===== config.mk =====
export PLATFORM = sky130hd
export DESIGN_NAME = least_loaded_server_table_unit
export DESIGN_NICKNAME = d
export VERILOG_FILES = /design/src/rtl/llst_pkg.sv /design/src/rtl/least_loaded_server_table_unit.sv /design/src/rtl/llst_ram.sv /design/src/rtl/llst_scan.sv
export VERILOG_INCLUDE_DIRS = /design/src /design/src/rtl
export SDC_FILE = /design/constraint.sdc
export NUM_CORES = 2
export LEC_CHECK = 0
export ABC_AREA = 1
export BUFFER_PORTS_ARGS = -buffer_cell sky130_fd_sc_hd__buf_2
export CAP_MARGIN = 20
export CORE_ASPECT_RATIO = 0.75
export CORE_MARGIN = 2
export CORE_UTILIZATION = 41
export CTS_BUF_LIST = sky130_fd_sc_hd__clkbuf_16
export DETAILED_ROUTE_END_ITERATION = 8
export GPL_TIMING_DRIVEN = 0
export MAX_ROUTING_LAYER = met4
export SLEW_MARGIN = 0
export SYNTH_ARGS = -nofsm -noshare
export SYNTH_HDL_FRONTEND = slang
export SYNTH_SLANG_ARGS = --single-unit

===== constraint.sdc =====
create_clock -name clk -period 7.5 [get_ports clk]
set_input_delay 1.5 -clock clk [delete_from_list [all_inputs] [get_ports clk]]
set_output_delay 1.5 -clock clk [all_outputs]
set_load 0.01 [all_outputs]

===== src/rtl/least_loaded_server_table_unit_assert.svh =====
`ifndef LEAST_LOADED_SERVER_TABLE_UNIT_ASSERT_SVH
`define LEAST_LOADED_SERVER_TABLE_UNIT_ASSERT_SVH

// Checks that a condition in a cycle brings a consequence in the same cycle.
`define LLST_ASSERT_SAME(label, clk, rst_n, ante, cons, msg) \
    label: assert property (@(posedge clk) disable iff (!rst_n) (ante) |-> (cons)) \
        else $error(msg);

// Checks that a condition in a cycle brings a consequence in the next cycle.
`define LLST_ASSERT_NEXT(label, clk, rst_n, ante, cons, msg) \
    label: assert property (@(posedge clk) disable iff (!rst_n) (ante) |=> (cons)) \
        else $error(msg);

`endif


===== src/rtl/llst_pkg.sv =====
package llst_pkg;

    localparam logic [1:0] MODE_UPSERT = 2'd0;
    localparam logic [1:0] MODE_REMOVE = 2'd1;
    localparam logic [1:0] MODE_UPDATE = 2'd2;
    localparam logic [1:0] MODE_PICK   = 2'd3;

    localparam logic [1:0] ST_OK   = 2'd0;
    localparam logic [1:0] ST_MISS = 2'd1;
    localparam logic [1:0] ST_FULL = 2'd2;

    localparam logic [31:0] CNT_MAX = 32'hFFFF_FFFF;

    typedef struct packed {
        logic [1:0]         mode;
        logic [31:0]        handle;
        logic signed [31:0] delta;
        logic [31:0]        new_cur_count;
        logic [31:0]        new_max_count;
    } in_t;

    typedef struct packed {
        logic [1:0]  status;
        logic [31:0] out_handle;
        logic [31:0] out_cur_count;
        logic [31:0] out_max_count;
        logic        table_empty;
    } out_t;

    typedef struct packed {
        logic [31:0] handle;
        logic [31:0] cur_count;
        logic [31:0] max_count;
    } entry_t;

    typedef struct packed {
        logic match_found;
        logic free_found;
        logic best_found;
    } scan_flags_t;

endpackage


===== src/rtl/least_loaded_server_table_unit.sv =====
// Channel | valid     | stall     | payload
// request | req_valid | req_stall | req (llst_pkg::in_t)
// result  | rsp_valid | rsp_stall | rsp (llst_pkg::out_t)
//
// An accepted beat runs a sequential scan of the entry memory, one read per cycle,
// and then a write-back step that loads the result register.
// A new beat is accepted only while the sequencer is idle.
// Reset clears all valid bits and the entry count; the memory itself is not cleared.
// A stalled result holds the sequencer before its write-back until the result is taken.
module least_loaded_server_table_unit #(
    parameter int SLOTS = 16
) (
    input  logic           clk,
    input  logic           rst_n,
    input  logic           req_valid,
    output logic           req_stall,
    input  llst_pkg::in_t  req,
    output logic           rsp_valid,
    input  logic           rsp_stall,
    output llst_pkg::out_t rsp
);
    import llst_pkg::*;

    localparam int IW = (SLOTS > 1) ? $clog2(SLOTS) : 1;
    localparam int CW = $clog2(SLOTS + 1);

    localparam logic [1:0] S_IDLE = 2'd0;
    localparam logic [1:0] S_SCAN = 2'd1;
    localparam logic [1:0] S_EXEC = 2'd2;

    logic [1:0]       state_reg;
    logic [1:0]       state_next;
    logic [CW-1:0]    cnt_reg;
    logic [CW-1:0]    cnt_next;
    logic [CW-1:0]    used_reg;
    logic [CW-1:0]    used_next;
    logic [SLOTS-1:0] valid_reg;
    logic [SLOTS-1:0] valid_next;
    logic             ev_vld_reg;
    logic             ev_vld_next;
    logic [IW-1:0]    ev_idx_reg;
    in_t              item_reg;
    logic             rsp_vld_reg;
    out_t             rsp_reg;

    logic             accept;
    logic             scan_clr;
    logic             exec_go;
    logic             ram_we;
    logic [IW-1:0]    ram_waddr;
    entry_t           ram_wdata;
    entry_t           ram_rdata;
    scan_flags_t      flags;
    logic [IW-1:0]    match_idx;
    logic [IW-1:0]    free_idx;
    entry_t           match_ent;
    entry_t           best_ent;
    out_t             res;
    logic [32:0]      sum;
    logic [31:0]      mag;
    logic [31:0]      upd_cur;

    assign req_stall = (state_reg != S_IDLE);
    assign accept    = req_valid && !req_stall;
    assign scan_clr  = accept;
    assign exec_go   = (state_reg == S_EXEC) && (!rsp_vld_reg || !rsp_stall);

    llst_ram #(
        .WIDTH ($bits(entry_t)),
        .DEPTH (SLOTS)
    ) u_ram (
        .clk   (clk),
        .we    (ram_we),
        .waddr (ram_waddr),
        .wdata (ram_wdata),
        .raddr (cnt_reg[IW-1:0]),
        .rdata (ram_rdata)
    );

    llst_scan #(
        .SLOTS (SLOTS)
    ) u_scan (
        .clk       (clk),
        .rst_n     (rst_n),
        .clr       (scan_clr),
        .ev_vld    (ev_vld_reg),
        .ev_idx    (ev_idx_reg),
        .ev_valid  (valid_reg[ev_idx_reg]),
        .ev_ent    (ram_rdata),
        .key       (item_reg.handle),
        .flags     (flags),
        .match_idx (match_idx),
        .free_idx  (free_idx),
        .match_ent (match_ent),
        .best_ent  (best_ent)
    );

    always_comb
    begin
        state_next  = state_reg;
        cnt_next    = cnt_reg;
        ev_vld_next = 1'b0;
        case (state_reg)
            S_IDLE:
            begin
                if (accept)
                begin
                    state_next = S_SCAN;
                    cnt_next   = '0;
                end
            end
            S_SCAN:
            begin
                if (cnt_reg == CW'(SLOTS))
                begin
                    state_next = S_EXEC;
                end
                else
                begin
                    ev_vld_next = 1'b1;
                    cnt_next    = cnt_reg + CW'(1);
                end
            end
            S_EXEC:
            begin
                if (exec_go)
                begin
                    state_next = S_IDLE;
                end
            end
            default:
            begin
                state_next = S_IDLE;
            end
        endcase
    end

    assign sum = {1'b0, match_ent.cur_count} + {1'b0, item_reg.delta};
    assign mag = ~item_reg.delta + 32'd1;

    always_comb
    begin
        if (item_reg.delta[31])
        begin
            upd_cur = (match_ent.cur_count > mag) ? (match_ent.cur_count - mag) : 32'd0;
        end
        else
        begin
            upd_cur = sum[32] ? CNT_MAX : sum[31:0];
        end
    end

    always_comb
    begin
        res            = '0;
        res.status     = ST_MISS;
        res.out_handle = item_reg.handle;
        ram_we         = 1'b0;
        ram_waddr      = match_idx;
        ram_wdata      = match_ent;
        valid_next     = valid_reg;
        used_next      = used_reg;
        case (item_reg.mode)
            MODE_UPSERT:
            begin
                ram_wdata.handle    = item_reg.handle;
                ram_wdata.cur_count = item_reg.new_cur_count;
                ram_wdata.max_count = item_reg.new_max_count;
                if (flags.match_found || flags.free_found)
                begin
                    ram_we            = 1'b1;
                    res.status        = ST_OK;
                    res.out_cur_count = item_reg.new_cur_count;
                    res.out_max_count = item_reg.new_max_count;
                    if (!flags.match_found)
                    begin
                        ram_waddr            = free_idx;
                        valid_next[free_idx] = 1'b1;
                        used_next            = used_reg + CW'(1);
                    end
                end
                else
                begin
                    res.status = ST_FULL;
                end
            end
            MODE_REMOVE:
            begin
                if (flags.match_found)
                begin
                    res.status            = ST_OK;
                    res.out_cur_count     = match_ent.cur_count;
                    res.out_max_count     = match_ent.max_count;
                    valid_next[match_idx] = 1'b0;
                    used_next             = used_reg - CW'(1);
                end
            end
            MODE_UPDATE:
            begin
                ram_wdata.cur_count = upd_cur;
                if (flags.match_found)
                begin
                    ram_we            = 1'b1;
                    res.status        = ST_OK;
                    res.out_cur_count = upd_cur;
                    res.out_max_count = match_ent.max_count;
                end
            end
            MODE_PICK:
            begin
                if (flags.best_found)
                begin
                    res.status        = ST_OK;
                    res.out_handle    = best_ent.handle;
                    res.out_cur_count = best_ent.cur_count;
                    res.out_max_count = best_ent.max_count;
                end
                else
                begin
                    res.out_handle = 32'd0;
                end
            end
            default:
            begin
                res.status = ST_MISS;
            end
        endcase
        res.table_empty = (used_next == '0);
        if (!exec_go)
        begin
            ram_we     = 1'b0;
            valid_next = valid_reg;
            used_next  = used_reg;
        end
    end

    always_ff @(posedge clk or negedge rst_n)
    begin
        if (!rst_n)
        begin
            state_reg   <= S_IDLE;
            cnt_reg     <= '0;
            used_reg    <= '0;
            valid_reg   <= '0;
            ev_vld_reg  <= 1'b0;
            rsp_vld_reg <= 1'b0;
        end
        else
        begin
            state_reg  <= state_next;
            cnt_reg    <= cnt_next;
            used_reg   <= used_next;
            valid_reg  <= valid_next;
            ev_vld_reg <= ev_vld_next;
            if (exec_go)
            begin
                rsp_vld_reg <= 1'b1;
            end
            else if (!rsp_stall)
            begin
                rsp_vld_reg <= 1'b0;
            end
        end
    end

    always_ff @(posedge clk)
    begin
        ev_idx_reg <= cnt_reg[IW-1:0];
        if (accept)
        begin
            item_reg <= req;
        end
        if (exec_go)
        begin
            rsp_reg <= res;
        end
    end

    assign rsp_valid = rsp_vld_reg;
    assign rsp       = rsp_reg;

`include "least_loaded_server_table_unit_assert.svh"

    `LLST_ASSERT_SAME(a_used_matches_valid, clk, rst_n, 1'b1,
        $countones(valid_reg) == used_reg, "Entry count differs from the valid bits.")
    `LLST_ASSERT_SAME(a_full_only_when_full, clk, rst_n, exec_go && (res.status == ST_FULL),
        used_reg == CW'(SLOTS), "Table reported full with a free slot.")
    `LLST_ASSERT_NEXT(a_exec_loads_result, clk, rst_n, exec_go,
        rsp_vld_reg && (state_reg == S_IDLE), "Write-back did not load the result register.")
    `LLST_ASSERT_SAME(a_scan_bounded, clk, rst_n, 1'b1,
        cnt_reg <= CW'(SLOTS), "Scan counter ran past the last slot.")

endmodule


===== src/rtl/llst_ram.sv =====
module llst_ram #(
    parameter int WIDTH = 96,
    parameter int DEPTH = 16
) (
    input  logic                                       clk,
    input  logic                                       we,
    input  logic [((DEPTH > 1) ? $clog2(DEPTH) : 1)-1:0] waddr,
    input  logic [WIDTH-1:0]                           wdata,
    input  logic [((DEPTH > 1) ? $clog2(DEPTH) : 1)-1:0] raddr,
    output logic [WIDTH-1:0]                           rdata
);

    logic [WIDTH-1:0] mem [DEPTH];

    always_ff @(posedge clk)
    begin
        if (we)
        begin
            mem[waddr] <= wdata;
        end
        rdata <= mem[raddr];
    end

endmodule


===== src/rtl/llst_scan.sv =====
module llst_scan #(
    parameter int SLOTS = 16
) (
    input  logic                                       clk,
    input  logic                                       rst_n,
    input  logic                                       clr,
    input  logic                                       ev_vld,
    input  logic [((SLOTS > 1) ? $clog2(SLOTS) : 1)-1:0] ev_idx,
    input  logic                                       ev_valid,
    input  llst_pkg::entry_t                           ev_ent,
    input  logic [31:0]                                key,
    output llst_pkg::scan_flags_t                      flags,
    output logic [((SLOTS > 1) ? $clog2(SLOTS) : 1)-1:0] match_idx,
    output logic [((SLOTS > 1) ? $clog2(SLOTS) : 1)-1:0] free_idx,
    output llst_pkg::entry_t                           match_ent,
    output llst_pkg::entry_t                           best_ent
);
    import llst_pkg::*;

    localparam int IW = (SLOTS > 1) ? $clog2(SLOTS) : 1;

    scan_flags_t   flags_reg;
    logic [IW-1:0] match_idx_reg;
    logic [IW-1:0] free_idx_reg;
    entry_t        match_ent_reg;
    entry_t        best_ent_reg;
    logic          hit_match;
    logic          hit_free;
    logic          hit_best;

    assign hit_match = ev_vld && ev_valid && !flags_reg.match_found && (ev_ent.handle == key);
    assign hit_free  = ev_vld && !ev_valid && !flags_reg.free_found;
    assign hit_best  = ev_vld && ev_valid && (ev_ent.cur_count < ev_ent.max_count) &&
                       (!flags_reg.best_found ||
                        (ev_ent.cur_count < best_ent_reg.cur_count) ||
                        ((ev_ent.cur_count == best_ent_reg.cur_count) &&
                         (ev_ent.handle < best_ent_reg.handle)));

    always_ff @(posedge clk or negedge rst_n)
    begin
        if (!rst_n)
        begin
            flags_reg <= '0;
        end
        else if (clr)
        begin
            flags_reg <= '0;
        end
        else
        begin
            if (hit_match)
            begin
                flags_reg.match_found <= 1'b1;
            end
            if (hit_free)
            begin
                flags_reg.free_found <= 1'b1;
            end
            if (hit_best)
            begin
                flags_reg.best_found <= 1'b1;
            end
        end
    end

    always_ff @(posedge clk)
    begin
        if (hit_match)
        begin
            match_idx_reg <= ev_idx;
            match_ent_reg <= ev_ent;
        end
        if (hit_free)
        begin
            free_idx_reg <= ev_idx;
        end
        if (hit_best)
        begin
            best_ent_reg <= ev_ent;
        end
    end

    assign flags     = flags_reg;
    assign match_idx = match_idx_reg;
    assign free_idx  = free_idx_reg;
    assign match_ent = match_ent_reg;
    assign best_ent  = best_ent_reg;

endmodule

Yosys cells after proc, flatten, opt, wreduce, memory -nomap -nowiden:

Memories as Yosys holds them, arrays and structs flattened. A register that Yosys moved wholly into a read port is not among the register bits.
Index checks and enable logic that the tools add are counted.

* register bits after elaboration: 466
* RAM bits: 1536
* bits of input ports: 134
* output and inout port bits: 101
* word-level logic and storage cells: 155
* memories: 1

* $add $sub $neg: 6
* order comparisons: 9
* equal/unequal tests: 16
* muxes and demuxes: 55
* bitwise operators: 4
* reduce and logical (&&, ||, !) cells: 36

Memories
* u_ram.mem: depth 16, bits a word 96, read ports 1, clocked after Yosys merged registers in 1, wr ports 1, RTL line llst_ram.sv:13 `logic [WIDTH-1:0] mem [DEPTH];`

Operators with widths (number)
* 64-bit 2-to-1 mux: 4
* 64-bit case mux with 4 select lines: 1
* 32-bit 2-to-1 mux: 7
* 32-bit less-than comparator: 3
* 32-bit equality test: 2
* 32-bit case mux with 2 select lines: 1
* 16-bit 2-to-1 mux: 3
* 32-bit by 32-bit adder with 33-bit output: 1
* 32-bit by 1-bit adder with 32-bit output (second input constant): 1
* 32-bit greater-than comparator: 1
* 32-bit NOT: 1
* 16-bit case mux with 2 select lines: 1
* 32-bit subtractor: 1
* 5-bit 2-to-1 mux: 5
* 5-bit case mux with 2 select lines: 2
* 1-bit 2-to-1 mux: 17
* 16-bit AND: 1
* 16-bit NOT: 1
* 16-bit bitwise OR: 1
* 4-bit by 5-bit less-than comparator with 1-bit output (second input constant): 3
* 1-bit logical AND: 12
* 4-bit 2-to-1 mux: 3
* 2-bit != test (second input constant): 6
* 2-bit case mux with 3 select lines: 2
* other kinds (20): 46

Depth between registers and ports, before layout:

* word-level depth: 8
* mapped depth: 29
* gate-level depth less buffers: 29

Modules after synthesis:

A second synthesis with hierarchy kept.

* cell total of the unflattened synthesis: 9442
* area, all modules: 95125.0 um^2

Modules (own cells, without submodules)
* llst_ram: times used 1, cells an instance 6302, area each 67643.6 um^2, seq. area each 48046.1 um^2
* least_loaded_server_table_unit: times used 1, cells an instance 2422, area each 18276.3 um^2, seq. area each 7707.4 um^2
* llst_scan: times used 1, cells an instance 718, area each 9205.1 um^2, seq. area each 6080.8 um^2

Worst setup path after synthesis:

Ideal clock, no wire load.

* path type: in2reg
* from: input port rsp_stall
* to: memory u_ram.mem[0][0] (enable)
* data arrival time: 6.089 ns
* required time: 6.948 ns
* slack: 0.859 ns
* cell stages on the path: 5
* cell sequence: nand2_1 -> nand3_1 -> a21oi_1 -> nand3_1 -> nor2_1

* cells in the longest elaborated chain, start to end: 6

Ends and longest elaborated chain
* from (decl): RTL line least_loaded_server_table_unit.sv:19 `input logic rsp_stall,`
* 1-bit zero test
* 1-bit logical OR: RTL line least_loaded_server_table_unit.sv:66 `assign exec_go = (state_reg == S_EXEC) && (!rsp_vld_reg || !rsp_stall);`
* 1-bit logical AND: RTL line least_loaded_server_table_unit.sv:66
* 1-bit 2-to-1 mux: RTL line least_loaded_server_table_unit.sv:229 `if (!exec_go)`
* 1-bit 2-to-1 mux: RTL line llst_ram.sv:17 `if (we)`
* 1-bit 2-to-1 mux (not written as such): RTL line llst_ram.sv:19 `mem[waddr] <= wdata;`
* to (decl): RTL line llst_ram.sv:13

Every way passes these cells.

==> metrics.md <==
| Metric | Value |
|---|---|
| Status | `finished clean` |
| Sequential share of the synthesized area | `a little over two thirds` |
| Layout area overhead | `15.3%` |
| RSZ-0062 raised after global routing | `no` |
| Worst skew pair latency | `~0.90 ns` |
| CP max stage cell | `nand3_1` |
| Top cells by area, synth | `edfxtp_1, o21ai_0, nand2_1` |
| Die footprint | `218000 um2` |
| Arrival time of the worst setup path | `6.12 ns` |
| CTS buffer count | `208` |
| Capture point of the worst reg-to-reg path | `u_ram.mem[14][58]` |
| Initial core utilization | `between 40% and 50%` |
| CTS clk-pin slew, worst paths | `about 0.06 ns` |
| Share of cells above drive strength 1 | `under 10%` |
| Cell area after synthesis | `approximately 88000 um2` |
| Starting DRT DRC Count | `8974` |
| Vias/cell | `about 5.7` |
| Syn Inst Count | `approximately 7400` |
| Worst Tran Pin Value | `between 1 and 1.5 ns` |
| Lkg Pwr | `about 0.036 uW` |
| Finish-stage setup viols | `0` |
| HP Class | `flop to flop` |
| Post-detailed-route wirelength per cell | `26.5 um` |
| Chip Height | `just over 400 um` |
| Vias in the first global route | `between 50000 and 60000` |
| Yosys top cell by area | `edfxtp_1` |
| R2R Path Start | `item_reg[64]` |
| Core ar. | `~210000 um2` |
| Max-slew violations | `0` |
| Final Cycle Share | `between 70% and 80%` |
| Most used DFF post-synth | `edfxtp_1` |
| RePlAce Congestion | `0.954` |
| DR DRC count | `0` |
| Yosys warns | `0` |
| FFs w/ async S/R, synth | `about 1.6%` |
| FP Rows | `~150` |
| Clock buffer depth | `4` |
| Flops & latches, synth | `2098` |
| Average size of a mapped cell | `11.9 um2` |
| TritonCTS clock tree | `built` |
| Worst VDD drop | `slightly above 0.4 mV` |
| Skew final | `between 0.09 and 0.1 ns` |
| Total Routing Usage GR | `between 20% and 30%` |
| Hold_sp | `u_ram.rdata[30]` |
| PwrDens | `approximately 360 nW/um2` |
| Critical path capture point type | `flop` |
| Pin count of the biggest net entering global routing | `between 80 and 90` |
| Synth top area share | `~67%` |
| Antenna-violating nets left | `0` |
| Synth unique cells | `57` |
| First-pass detailed-route iteration total | `6` |
| H-tree depth | `4` |
| DR vias | `roughly 63000` |
| R2R depth | `21` |
| Hold Path Sink | `u_scan.best_ent[30]` |
| Dpl hpwl | `between 200 and 250 mm` |
| Minimum setup slack among reg-to-reg paths | `~1.6 ns` |
| CP max stage delay | `between 0.7 and 0.8 ns` |
| Max-cap violation count | `0` |
| # nets final | `8295` |
| Port-buffer cells | `234` |
| Max reg flops | `1536` |
| Worst hold slack | `between 0.4 and 0.5 ns` |
| Final min period | `a little under 6 ns` |
| Total grt overflow | `0` |
| Critical path type | `flop to flop` |
| Final Hold Viols | `0` |
| Crit start category | `flop` |
| Initial antenna violation count | `15` |
| Max_slew headroom | `between 10% and 20%` |
| Die W | `between 500 and 600 um` |
| Cell mode on critical path | `nand3_1` |
| Post-CTS Setup Repair Bufs | `0` |
| Post-CTS sizing | `0` |
| Fillers | `approximately 19000` |
| CTS sink count | `2098` |
| I/O pin total | `about 240` |
| Top cells by count, synth | `edfxtp_1, nand2_1, nor2_1` |
| Hold path depth | `0` |
| Req. time, crit path | `around 8 ns` |
| CP Cell Sequence | `inv_1, ha_1, nand3_1, nor2_1, inv_1, nor2_2, nand3_1, nor4_1, nand4_1, xor2_1, ha_1, nand2_1, nor2_1, nand2_1, inv_1, a21oi_1, nand2_2, nand2_4, o21ai_0, nand3_1, nand3_1` |
| Hold buffer count at cts | `0` |
| Syn nets | `7707` |
| CTS root buf | `clkbuf_16` |
| Setup tns final | `0 ns` |
| Worst Path Max Fanout | `16` |
| Post-Route WL | `292 mm` |
| First-pass GRT wire length | `416 mm` |
| Count leader, synth | `edfxtp_1` |
| Fmax | `approximately 0.17 GHz` |
| EDFF count, synth | `roughly 2000` |
critical path: cells and delay by family, from the launching register on:
kind | cells | cell delay [ns]
DFF | 1 | 0.47
buffers and inverters | 3 | 0.31
xor gates and xnor gates | 1 | 0.20
adders and majority gates | 2 | 0.55
and+or+nand+nor | 13 | 3.04
AOI/OAI and AO/OA | 2 | 0.66
final cells by class:
| cell class | count | area [um2] | area share [%] |
|---|---|---|---|
| flip-flops and latches | 2098 | 61800 | 61.0 |
| clock inverters | 170 | 1130 | 1.12 |
| well taps | 2831 | 3540 | 3.50 |
| diodes | 13 | 32.5 | 0.0321 |
| repair buffers | 378 | 3330 | 3.29 |
| plain buffers | 386 | 1560 | 1.54 |
| multi-input cells | 4417 | 22800 | 22.5 |
| inverters | 502 | 1890 | 1.87 |
| clock buffers | 209 | 5230 | 5.16 |
where the power goes:
group,switching (uW),internal (uW)
Combinational,8710,3130
Clock,4550,5440
Sequential,847,14100
metal layers:
metal / GRT usage, % / wire length [um] / vias to the layer above
met1: 38.3 / 125000 / 30946
met5: - / 0 / -
met4: 7.78 / 8780 / 0
li1: - / - / 27953
met3: 4.35 / 28800 / 440
met2: 39.9 / 129000 / 3378
cells in the final DEF, fill, tap and decap left out, types with 13 or more instances in the layout:
master,Yosys,layout
clkbuf_1,312,302
nor3_1,54,54
nand3b_1,18,18
nor4_1,21,21
dfxtp_1,100,100
nor2_1,949,932
nand4_1,40,40
nand3_1,344,344
diode_2,0,13
o21ai_0,934,886
nor2_4,3,20
clkinv_1,4,55
clkbuf_16,0,209
clkinv_2,0,36
o221ai_1,162,162
buf_8,0,13
dfrtp_1,33,33
buf_2,45,294
xnor2_1,30,30
o21bai_1,18,18
nand2_1,1050,1050
buf_1,21,19
buf_4,6,46
xor2_1,34,34
o211ai_1,51,51
edfxtp_1,1965,1965
a21oi_1,158,157
o22ai_1,289,289
o21ai_1,17,57
ha_1,168,168
buf_12,0,60
inv_1,490,541
cell families (layout without fill, tap and decap cells):
group           Yosys count  after routing  share of synthesized area [%]
mux                       1              1                         0.0114
simple gates           2518           2518                           11.7
compound gates         1664           1664                           10.9
flops                  2098           2098                           70.4
other cells               0             13                              0
buf+inv                 888           1645                           3.90
xor+xnor                 64             64                          0.638
fa+ha+maj               170            170                           2.44
stage by stage:
stage	area, um2	instances	util [%]	worst slack, ns	power (uW)
global route	101000	10994	47.4	1.27	38200
detailed placement	94900	10610	44.4	1.65	26700
finish	101000	11004	47.5	1.65	36700
floorplan	87900	7403	-	0.859	21200
CTS	101000	10989	47.4	1.65	36600
global placement	92600	10468	43.4	-4.79	26000
worst max-delay path by stage:
stage | slack (ns) | endpoint | startpoint | depth (start not counted)
6_report | 1.65 | u_ram.mem[14][58] | item_reg[64] | 21
5_1_grt | 1.27 | u_ram.mem[14][58] | item_reg[65] | 20
4_1_cts | 1.65 | u_ram.mem[9][62] | item_reg[64] | 21
3_5_place_dp | 1.65 | u_ram.mem[2][62] | item_reg[64] | 21
3_3_place_gp | -4.79 | u_scan.best_ent[95] | u_ram.rdata[63] | 8
2_1_floorplan | 0.86 | u_ram.mem[0][0] | rsp_stall | 5
No activity file was read; power rests on OpenSTA's default activity.
